`config.mk`:
```
export PLATFORM = sky130hd
export DESIGN_NAME = ev_pilot_charge_state_machine
export DESIGN_NICKNAME = d
export VERILOG_FILES = /design/src/rtl/core/evpcsm_pkg.sv /design/src/rtl/core/evpcsm_level_classify.sv /design/src/rtl/core/ev_pilot_charge_state_machine.sv
export SDC_FILE = /design/constraint.sdc
export NUM_CORES = 1
export LEC_CHECK = 0
export CAP_MARGIN = 20
export CORE_AREA = 2 2 115 117
export DETAILED_ROUTE_END_ITERATION = 8
export DIE_AREA = 0 0 117 119
export DONT_BUFFER_PORTS = 1
export HOLD_SLACK_MARGIN = 0.08
export PLACE_DENSITY = 0.58
export SLEW_MARGIN = 5
export SYNTH_ARGS = -nofsm -noshare
export SYNTH_HDL_FRONTEND = slang
export SYNTH_HIERARCHICAL = 1
export SYNTH_SLANG_ARGS = --single-unit
```
`constraint.sdc`:
```
create_clock -name clk -period 4.2 [get_ports clk]
set_input_delay 1.05 -clock clk [delete_from_list [all_inputs] [get_ports clk]]
set_output_delay 1.05 -clock clk [all_outputs]
set_load 0.01 [all_outputs]
```
`src/rtl/core/evpcsm_pkg.sv`:
```
// Shared types and constants for the control pilot charge state machine.
`timescale 1ns / 1ps

package evpcsm_pkg;

    // Field widths.
    localparam int LEVEL_W  = 12;
    localparam int DUTY_W   = 7;
    localparam int CFG_IDX_W = 2;

    // Commanded PWM duty on entering idle and connected.
    localparam logic [DUTY_W-1:0] DUTY_IDLE      = 7'd100;
    localparam logic [DUTY_W-1:0] DUTY_CONNECTED = 7'd50;

    // Threshold reset values.
    localparam logic [LEVEL_W-1:0] DISCONNECT_RST = 12'd3700;
    localparam logic [LEVEL_W-1:0] CONNECT_RST    = 12'd3400;
    localparam logic [LEVEL_W-1:0] READY_RST      = 12'd2800;
    localparam logic [LEVEL_W-1:0] VENT_RST       = 12'd2100;

    // Charger states.
    typedef enum logic [2:0] {
        ST_IDLE      = 3'd0,
        ST_CONNECTED = 3'd1,
        ST_READY     = 3'd2,
        ST_VENT      = 3'd3,
        ST_FAULT     = 3'd4
    } state_t;

    // Event codes; zero means no event.
    typedef enum logic [3:0] {
        EV_NONE         = 4'd0,
        EV_CONNECTED    = 4'd1,
        EV_DISCONNECTED = 4'd2,
        EV_READY        = 4'd3,
        EV_NOT_READY    = 4'd4,
        EV_VENT_REQ     = 4'd5,
        EV_VENT_CLEAR   = 4'd6,
        EV_FAULT        = 4'd7,
        EV_FAULT_CLEAR  = 4'd8
    } event_t;

    // Input word actions.
    typedef enum logic [1:0] {
        ACT_POST    = 2'd0,
        ACT_MEASURE = 2'd1,
        ACT_STEP    = 2'd2,
        ACT_NOP     = 2'd3
    } action_t;

    // Configuration register indexes.
    typedef enum logic [CFG_IDX_W-1:0] {
        CFG_DISCONNECT = 2'd0,
        CFG_CONNECT    = 2'd1,
        CFG_READY      = 2'd2,
        CFG_VENT       = 2'd3
    } cfg_idx_t;

    // Pilot level thresholds as one group.
    typedef struct packed {
        logic [LEVEL_W-1:0] disconnect_level;
        logic [LEVEL_W-1:0] connect_level;
        logic [LEVEL_W-1:0] ready_level;
        logic [LEVEL_W-1:0] vent_level;
    } thresh_t;

endpackage

```
`src/rtl/core/evpcsm_level_classify.sv`:
```
// Pilot measurement to event classifier.
`timescale 1ns / 1ps

module evpcsm_level_classify
(
    input  logic                         pwm_seen,
    input  logic [evpcsm_pkg::LEVEL_W-1:0] sample_min,
    input  logic [evpcsm_pkg::LEVEL_W-1:0] sample_max,
    input  evpcsm_pkg::thresh_t          thresh,
    output evpcsm_pkg::event_t           meas_event
);

    logic [evpcsm_pkg::LEVEL_W:0]   sample_sum;
    logic [evpcsm_pkg::LEVEL_W-1:0] level;

    // With PWM present the high plateau is the level; otherwise the midpoint.
    assign sample_sum = {1'b0, sample_min} + {1'b0, sample_max};
    assign level      = pwm_seen ? sample_max : sample_sum[evpcsm_pkg::LEVEL_W:1];

    // Thresholds are tested from the highest band down; strictly above selects.
    always_comb
    begin
        if (level > thresh.disconnect_level)
            meas_event = evpcsm_pkg::EV_DISCONNECTED;
        else if (level > thresh.connect_level)
            meas_event = evpcsm_pkg::EV_CONNECTED;
        else if (level > thresh.ready_level)
            meas_event = evpcsm_pkg::EV_READY;
        else if (level > thresh.vent_level)
            meas_event = evpcsm_pkg::EV_VENT_REQ;
        else
            meas_event = evpcsm_pkg::EV_FAULT;
    end

endmodule

```
`src/rtl/core/ev_pilot_charge_state_machine.sv`:
```
// Top level of the charger-side control pilot state machine.
`timescale 1ns / 1ps

//  Channel   Direction  Handshake               Contents
//  input     in         in_valid / in_stall     action, event_code, pwm_seen, samples
//  result    out        out_valid / out_stall   pilot_state, duty_percent, flags
//  config    in         cfg_write               cfg_index, cfg_data (12-bit thresholds)
//
//  Each word waits in the input register until the result slot is free and is
//  resolved into the result register from there, so one word a cycle is
//  sustained while the result is not stalled. The threshold compare chain
//  sets the critical path.
//  Reset puts the machine in idle with 100 percent duty and nothing pending.
//  A stalled result holds the input register; a new word is still taken then
//  while the input register is empty.

module ev_pilot_charge_state_machine
(
    input  logic                                clk,
    input  logic                                rst_n,
    // Input channel.
    input  logic                                in_valid,
    output logic                                in_stall,
    input  logic [1:0]                          action,
    input  logic [3:0]                          event_code,
    input  logic                                pwm_seen,
    input  logic [evpcsm_pkg::LEVEL_W-1:0]      sample_min,
    input  logic [evpcsm_pkg::LEVEL_W-1:0]      sample_max,
    // Result channel.
    output logic                                out_valid,
    input  logic                                out_stall,
    output logic [2:0]                          pilot_state,
    output logic [evpcsm_pkg::DUTY_W-1:0]       duty_percent,
    output logic                                event_rejected,
    output logic                                state_changed,
    // Configuration port.
    input  logic                                cfg_write,
    input  logic [evpcsm_pkg::CFG_IDX_W-1:0]    cfg_index,
    input  logic [evpcsm_pkg::LEVEL_W-1:0]      cfg_data
);

    // Configuration registers.
    evpcsm_pkg::thresh_t thresh_reg;

    // Input register.
    logic                              in_valid_reg;
    evpcsm_pkg::action_t               action_reg;
    logic [3:0]                        code_reg;
    logic                              pwm_reg;
    logic [evpcsm_pkg::LEVEL_W-1:0]    min_reg;
    logic [evpcsm_pkg::LEVEL_W-1:0]    max_reg;

    // Machine state.
    evpcsm_pkg::state_t                state_reg, state_next, target_state;
    evpcsm_pkg::event_t                pending_code_reg, pending_code_next;
    logic                              pending_valid_reg, pending_valid_next;
    logic [evpcsm_pkg::DUTY_W-1:0]     duty_reg, duty_next;

    // Result register.
    logic                              out_valid_reg, out_valid_next;
    logic                              rejected_reg, rejected_next;
    logic                              changed_reg, changed_next;

    logic                              in_accept;
    logic                              advance;
    logic                              do_step;
    logic                              code_ok;
    evpcsm_pkg::event_t                meas_event;

    // Pipeline control: the input word moves on when the result slot is free.
    assign advance   = in_valid_reg && (!out_valid_reg || !out_stall);
    assign in_stall  = in_valid_reg && !advance;
    assign in_accept = in_valid && !in_stall;

    // Threshold writes.
    always_ff @(posedge clk or negedge rst_n)
    begin
        if (!rst_n)
        begin
            thresh_reg.disconnect_level <= evpcsm_pkg::DISCONNECT_RST;
            thresh_reg.connect_level    <= evpcsm_pkg::CONNECT_RST;
            thresh_reg.ready_level      <= evpcsm_pkg::READY_RST;
            thresh_reg.vent_level       <= evpcsm_pkg::VENT_RST;
        end
        else if (cfg_write)
        begin
            unique case (evpcsm_pkg::cfg_idx_t'(cfg_index))
                evpcsm_pkg::CFG_DISCONNECT: thresh_reg.disconnect_level <= cfg_data;
                evpcsm_pkg::CFG_CONNECT:    thresh_reg.connect_level    <= cfg_data;
                evpcsm_pkg::CFG_READY:      thresh_reg.ready_level      <= cfg_data;
                evpcsm_pkg::CFG_VENT:       thresh_reg.vent_level       <= cfg_data;
                default:                    thresh_reg                  <= thresh_reg;
            endcase
        end
    end

    // Input register valid.
    always_ff @(posedge clk or negedge rst_n)
    begin
        if (!rst_n)
            in_valid_reg <= 1'b0;
        else if (in_accept)
            in_valid_reg <= 1'b1;
        else if (advance)
            in_valid_reg <= 1'b0;
    end

    // Input register payload.
    always_ff @(posedge clk)
    begin
        if (in_accept)
        begin
            action_reg <= evpcsm_pkg::action_t'(action);
            code_reg   <= event_code;
            pwm_reg    <= pwm_seen;
            min_reg    <= sample_min;
            max_reg    <= sample_max;
        end
    end

    // Measurement classification.
    evpcsm_level_classify u_classify
    (
        .pwm_seen   (pwm_reg),
        .sample_min (min_reg),
        .sample_max (max_reg),
        .thresh     (thresh_reg),
        .meas_event (meas_event)
    );

    // Transition table applied to the pending event.
    always_comb
    begin
        target_state = state_reg;
        unique case (state_reg)
            evpcsm_pkg::ST_IDLE:
            begin
                if (pending_code_reg == evpcsm_pkg::EV_CONNECTED)
                    target_state = evpcsm_pkg::ST_CONNECTED;
                else if (pending_code_reg == evpcsm_pkg::EV_FAULT)
                    target_state = evpcsm_pkg::ST_FAULT;
            end
            evpcsm_pkg::ST_CONNECTED:
            begin
                if (pending_code_reg == evpcsm_pkg::EV_DISCONNECTED)
                    target_state = evpcsm_pkg::ST_IDLE;
                else if (pending_code_reg == evpcsm_pkg::EV_READY)
                    target_state = evpcsm_pkg::ST_READY;
                else if (pending_code_reg == evpcsm_pkg::EV_VENT_REQ)
                    target_state = evpcsm_pkg::ST_VENT;
                else if (pending_code_reg == evpcsm_pkg::EV_FAULT)
                    target_state = evpcsm_pkg::ST_FAULT;
            end
            evpcsm_pkg::ST_READY:
            begin
                if (pending_code_reg == evpcsm_pkg::EV_DISCONNECTED)
                    target_state = evpcsm_pkg::ST_IDLE;
                else if (pending_code_reg == evpcsm_pkg::EV_VENT_REQ)
                    target_state = evpcsm_pkg::ST_VENT;
                else if (pending_code_reg == evpcsm_pkg::EV_NOT_READY)
                    target_state = evpcsm_pkg::ST_CONNECTED;
                else if (pending_code_reg == evpcsm_pkg::EV_FAULT)
                    target_state = evpcsm_pkg::ST_FAULT;
            end
            evpcsm_pkg::ST_VENT:
            begin
                if (pending_code_reg == evpcsm_pkg::EV_DISCONNECTED)
                    target_state = evpcsm_pkg::ST_IDLE;
                else if (pending_code_reg == evpcsm_pkg::EV_VENT_CLEAR)
                    target_state = evpcsm_pkg::ST_CONNECTED;
                else if (pending_code_reg == evpcsm_pkg::EV_FAULT)
                    target_state = evpcsm_pkg::ST_FAULT;
            end
            evpcsm_pkg::ST_FAULT:
            begin
                if (pending_code_reg == evpcsm_pkg::EV_FAULT_CLEAR)
                    target_state = evpcsm_pkg::ST_IDLE;
            end
            default:
                target_state = evpcsm_pkg::ST_FAULT;
        endcase
    end

    // Next state: a step only acts when an event is pending.
    assign do_step    = advance && (action_reg == evpcsm_pkg::ACT_STEP) && pending_valid_reg;
    assign state_next = (do_step) ? target_state : state_reg;

    // Posted codes must name one of the eight events.
    assign code_ok = (code_reg >= 4'(evpcsm_pkg::EV_CONNECTED)) &&
                     (code_reg <= 4'(evpcsm_pkg::EV_FAULT_CLEAR));

    // Outputs of the machine: pending slot, duty and result flags.
    always_comb
    begin
        pending_code_next  = pending_code_reg;
        pending_valid_next = pending_valid_reg;
        duty_next          = duty_reg;
        rejected_next      = rejected_reg;
        changed_next       = changed_reg;
        if (advance)
        begin
            rejected_next = 1'b0;
            changed_next  = 1'b0;
            case (action_reg)
                evpcsm_pkg::ACT_POST:
                begin
                    if (code_ok)
                    begin
                        pending_code_next  = evpcsm_pkg::event_t'(code_reg);
                        pending_valid_next = 1'b1;
                    end
                    else
                        rejected_next = 1'b1;
                end
                evpcsm_pkg::ACT_MEASURE:
                begin
                    pending_code_next  = meas_event;
                    pending_valid_next = 1'b1;
                end
                evpcsm_pkg::ACT_STEP:
                begin
                    if (pending_valid_reg)
                    begin
                        pending_code_next  = evpcsm_pkg::EV_NONE;
                        pending_valid_next = 1'b0;
                        if (target_state != state_reg)
                        begin
                            changed_next = 1'b1;
                            if (target_state == evpcsm_pkg::ST_IDLE)
                                duty_next = evpcsm_pkg::DUTY_IDLE;
                            else if (target_state == evpcsm_pkg::ST_CONNECTED)
                                duty_next = evpcsm_pkg::DUTY_CONNECTED;
                        end
                    end
                end
                default:
                begin
                    pending_code_next = pending_code_reg;
                end
            endcase
        end
    end

    // Result slot valid.
    always_comb
    begin
        if (advance)
            out_valid_next = 1'b1;
        else if (out_valid_reg && !out_stall)
            out_valid_next = 1'b0;
        else
            out_valid_next = out_valid_reg;
    end

    // State and result registers.
    always_ff @(posedge clk or negedge rst_n)
    begin
        if (!rst_n)
        begin
            state_reg         <= evpcsm_pkg::ST_IDLE;
            pending_code_reg  <= evpcsm_pkg::EV_NONE;
            pending_valid_reg <= 1'b0;
            duty_reg          <= evpcsm_pkg::DUTY_IDLE;
            out_valid_reg     <= 1'b0;
            rejected_reg      <= 1'b0;
            changed_reg       <= 1'b0;
        end
        else
        begin
            state_reg         <= state_next;
            pending_code_reg  <= pending_code_next;
            pending_valid_reg <= pending_valid_next;
            duty_reg          <= duty_next;
            out_valid_reg     <= out_valid_next;
            rejected_reg      <= rejected_next;
            changed_reg       <= changed_next;
        end
    end

    // State and duty only move when a word enters the result slot, so they
    // serve directly as the result fields.
    assign out_valid      = out_valid_reg;
    assign pilot_state    = state_reg;
    assign duty_percent   = duty_reg;
    assign event_rejected = rejected_reg;
    assign state_changed  = changed_reg;

    // Idle always commands full duty.
    assert property (@(posedge clk) disable iff (!rst_n)
        (state_reg == evpcsm_pkg::ST_IDLE) |-> (duty_reg == evpcsm_pkg::DUTY_IDLE))
        else $error("idle state without full duty");

    // Connected always commands half duty.
    assert property (@(posedge clk) disable iff (!rst_n)
        (state_reg == evpcsm_pkg::ST_CONNECTED) |-> (duty_reg == evpcsm_pkg::DUTY_CONNECTED))
        else $error("connected state without half duty");

    // The machine holds while no word moves into the result slot.
    assert property (@(posedge clk) disable iff (!rst_n)
        !advance |=> $stable(state_reg) && $stable(duty_reg))
        else $error("state moved without a word");

    // A step consumes the pending event.
    assert property (@(posedge clk) disable iff (!rst_n)
        (advance && action_reg == evpcsm_pkg::ACT_STEP) |=> !pending_valid_reg)
        else $error("pending event survived a step");

    // A result never reports both a rejection and a transition.
    assert property (@(posedge clk) disable iff (!rst_n)
        out_valid_reg |-> !(rejected_reg && changed_reg))
        else $error("conflicting result flags");

endmodule
```
==> out/qor.yml <==
outcome:
  run_status: "complete, no violations"
drt:
  viasPerCell: 5.34
  drt_iter0_markers: 82
  routedWlPerCell_um: 15.8
  via_count: 3698
  drtPass1Iterations: 5
  antenna_left: 0
  wl_um: 11000
  drc: 0
grt:
  grt-ovfl-total: 0
  grt_pass1_wl_um: 18400
  grt_pass1_vias: 3876
  grt_max_degree: 63
  antenna_found_initial: 0
  grt_usage_pct: 17.2
cells_and_area:
  layout_commonest_cell: "inv_1"
  area_growth_pct: 8.89
  drive_above_1_share_pct: 13.0
  largest_reg_flops: 48
  fin_nets: 624
  layout_common_cells: "inv_1 (63), ha_1 (61), mux2_1 (41), dfrtp_1 (39), edfxtp_1 (31)"
  final_core_util_pct: 47.5
  stdcell_area_um2: 6110
  n_antenna_cell: 0
clocking:
  h-tree-depth: 3
  cts.clk_slew.worst_paths_ns: 0.06
  cts_buffers: 9
  cts.path.max_buffers: 2
  clockRootBuffer: "clkbuf_16"
  worstSkewPairLatency_ns: 0.35
  cts_tree: "done"
  clock_sinks: 93
yosys:
  netlist_instances: 510
  synth.avg_cell_area_um2: 11.0
  synth_area_um2: 5620
  ys_seq_area_share_pct: 44.7
  synth_seq_cells: 93
  synth_flop_cell: "dfrtp_1"
  synth_edf_count: 31
  ys_types: 63
  yosysWarnings: 6
  async_reset_ff_share_pct: 66.7
job:
  cap_violations: 0
timing:
  timing.slew.headroom_pct: 42.2
  final_max_slew_viol_count: 0
  fmax_mhz: 251
  grt_setup_unrepaired: "no"
  fin_crit_sh_pct: 94.9
  clock_skew_ns: 0.00549
  setup_viol_count_final: 0
  hold_viol_final: 0
  worst_slew_pin_slew_ns: 0.864
  setup_tns_ns: 0
  min_period_ns: 3.99
place:
  place_area_um2: 5780
  routabilityCongestion: 0.891
  dp_hpwl_um: 8350
  portBuffers: 0
floorplan:
  die_y_um: 119
  die_w_um: 117
  core_area_um2: 12900
  io_pins: 64
  row_count: 42
  die_area_um2: 13900
  start_util_pct: 43.6
power_and_ir_drop:
  intPower_mw: 1.96
  peakVddDrop_uv: 223
  power_frac_comb_pct: 26.0
  switchingPower_uw: 820
  seq_power_share_pct: 43.6
  clkPwrFrac_pct: 30.4
  total_power_mw: 2.78
  netSwitchingFraction_pct: 29.5
  p_per_area_nw_per_um2: 454
  power.leakage_nw: 2.74
setup_path:
  crit_fanout: 4
  critPathArrivalTime_ns: 4.22
  worstSetupEndpointType: "register"
  startpoint_type: "register"
  worstPathRequired_ns: 4.44
  critPathKind: "reg -> reg"
hold_path:
  worst_hold_path_type: "in -> async"
## worst max-delay path: stages, from the launching register on
cell      delay, ns
edfxtp_1       0.42
inv_1          0.11
fa_2           0.25
nor2b_4        0.05
o31a_1         0.26
o31a_1         0.29
o211a_1        0.24
or4_1          0.52
nand3_2        0.15
ha_1           0.27
a21o_1         0.17
a21o_1         0.18
a211oi_1       0.23
a21oi_1        0.14
o21bai_1       0.18
nand3_1        0.08
o21ai_0        0.07
mux2_2         0.26
## cells in the mapped netlist, types with 11 or more instances
cell	instances	area [µm²]
dfstp_2	23	604
mux2_1	41	462
dfrtp_1	39	976
o21a_1	11	82.6
nand2_1	26	97.6
nor3_1	11	55.1
ha_1	62	776
edfxtp_1	31	931
mux2_2	11	124
a21o_1	12	90.1
nand3_1	12	60.1
nor2_1	13	48.8
a21oi_1	24	120
o21ai_0	18	90.1
inv_1	63	236
nand4_1	11	68.8
## metal layers
layer / global-route usage (%) / vias to the layer above / share of wire [%]
li1: - / 1830 / -
met1: 22.4 / 1792 / 46
met2: 27.8 / 59 / 48
met3: 3.05 / 17 / 3.1
met4: 7.94 / 0 / 2.5
met5: 0 / - / 0
## area by class of cell
type | count | area [µm²]
Clock inverter | 6 | 77.6
Inverter | 63 | 236
Tap cell | 176 | 220
Clock buffer | 10 | 229
Timing Repair Buffer | 6 | 45.0
Fill cell | 1199 | 6760
Multi-Input combinational cell | 338 | 2800
Sequential cell | 93 | 2510
## final timing paths
kind | cells past startpoint | from | slack, ns | to
worst min-delay path | 0 | rst_n | 0.39 | pilot_state[1]$_DFFE_PN0P_
max in group asynchronous | 0 | rst_n | 3.59 | thresh_reg[46]$_DFFE_PN1P_
min in group clk | 1 | thresh_reg[9]$_DFFE_PN0P_ | 0.49 | thresh_reg[9]$_DFFE_PN0P_
worst max register to register | 17 | max_reg[1]$_DFFE_PP_ | 0.21 | pending_code_reg[1]$_DFFE_PN0P_
worst max-delay path | 17 | max_reg[1]$_DFFE_PP_ | 0.21 | pending_code_reg[1]$_DFFE_PN0P_
worst min register to register | 1 | thresh_reg[9]$_DFFE_PN0P_ | 0.49 | thresh_reg[9]$_DFFE_PN0P_
## logic make-up after synthesis
group / Yosys count / share of synthesized area (%)
AO/OA/AOI/OAI: 102 / 12.1
XOR/XNOR: 7 / 1.09
adder cells (fa/ha/maj): 63 / 14.2
buffers and inverters: 80 / 6.02
flip-flops: 93 / 44.7
multiplexers: 56 / 11.2
other: 3 / 0.201
AND/OR/NAND/NOR: 106 / 10.5
## per-stage QoR
stage	instances	worst slack [ns]	hold WS, ns
detailed placement	675	0.0794	0.481
floorplan	511	0.433	0.458
global placement	675	0.173	0.477
finish	692	0.214	0.389
global route	692	0.000329	0.378
CTS	691	0.0609	0.378
## power groups by stage
stage	combinational [mW]	sequential [mW]	clock, mW
2_1_floorplan	0.584	1.19	0
3_3_place_gp	0.695	1.23	0
3_5_place_dp	0.714	1.23	0
4_1_cts	0.720	1.21	0.874
5_1_grt	0.828	1.23	0.905
6_report	0.722	1.21	0.845
## what timing repair did
item | in CTS | in global routing
resized for setup | 0 | 3
hold buffers | 0 | 0
setup buffers | 0 | 1
setup endpoints to repair | 0 | 2
(Power assumes the default switching activity.)
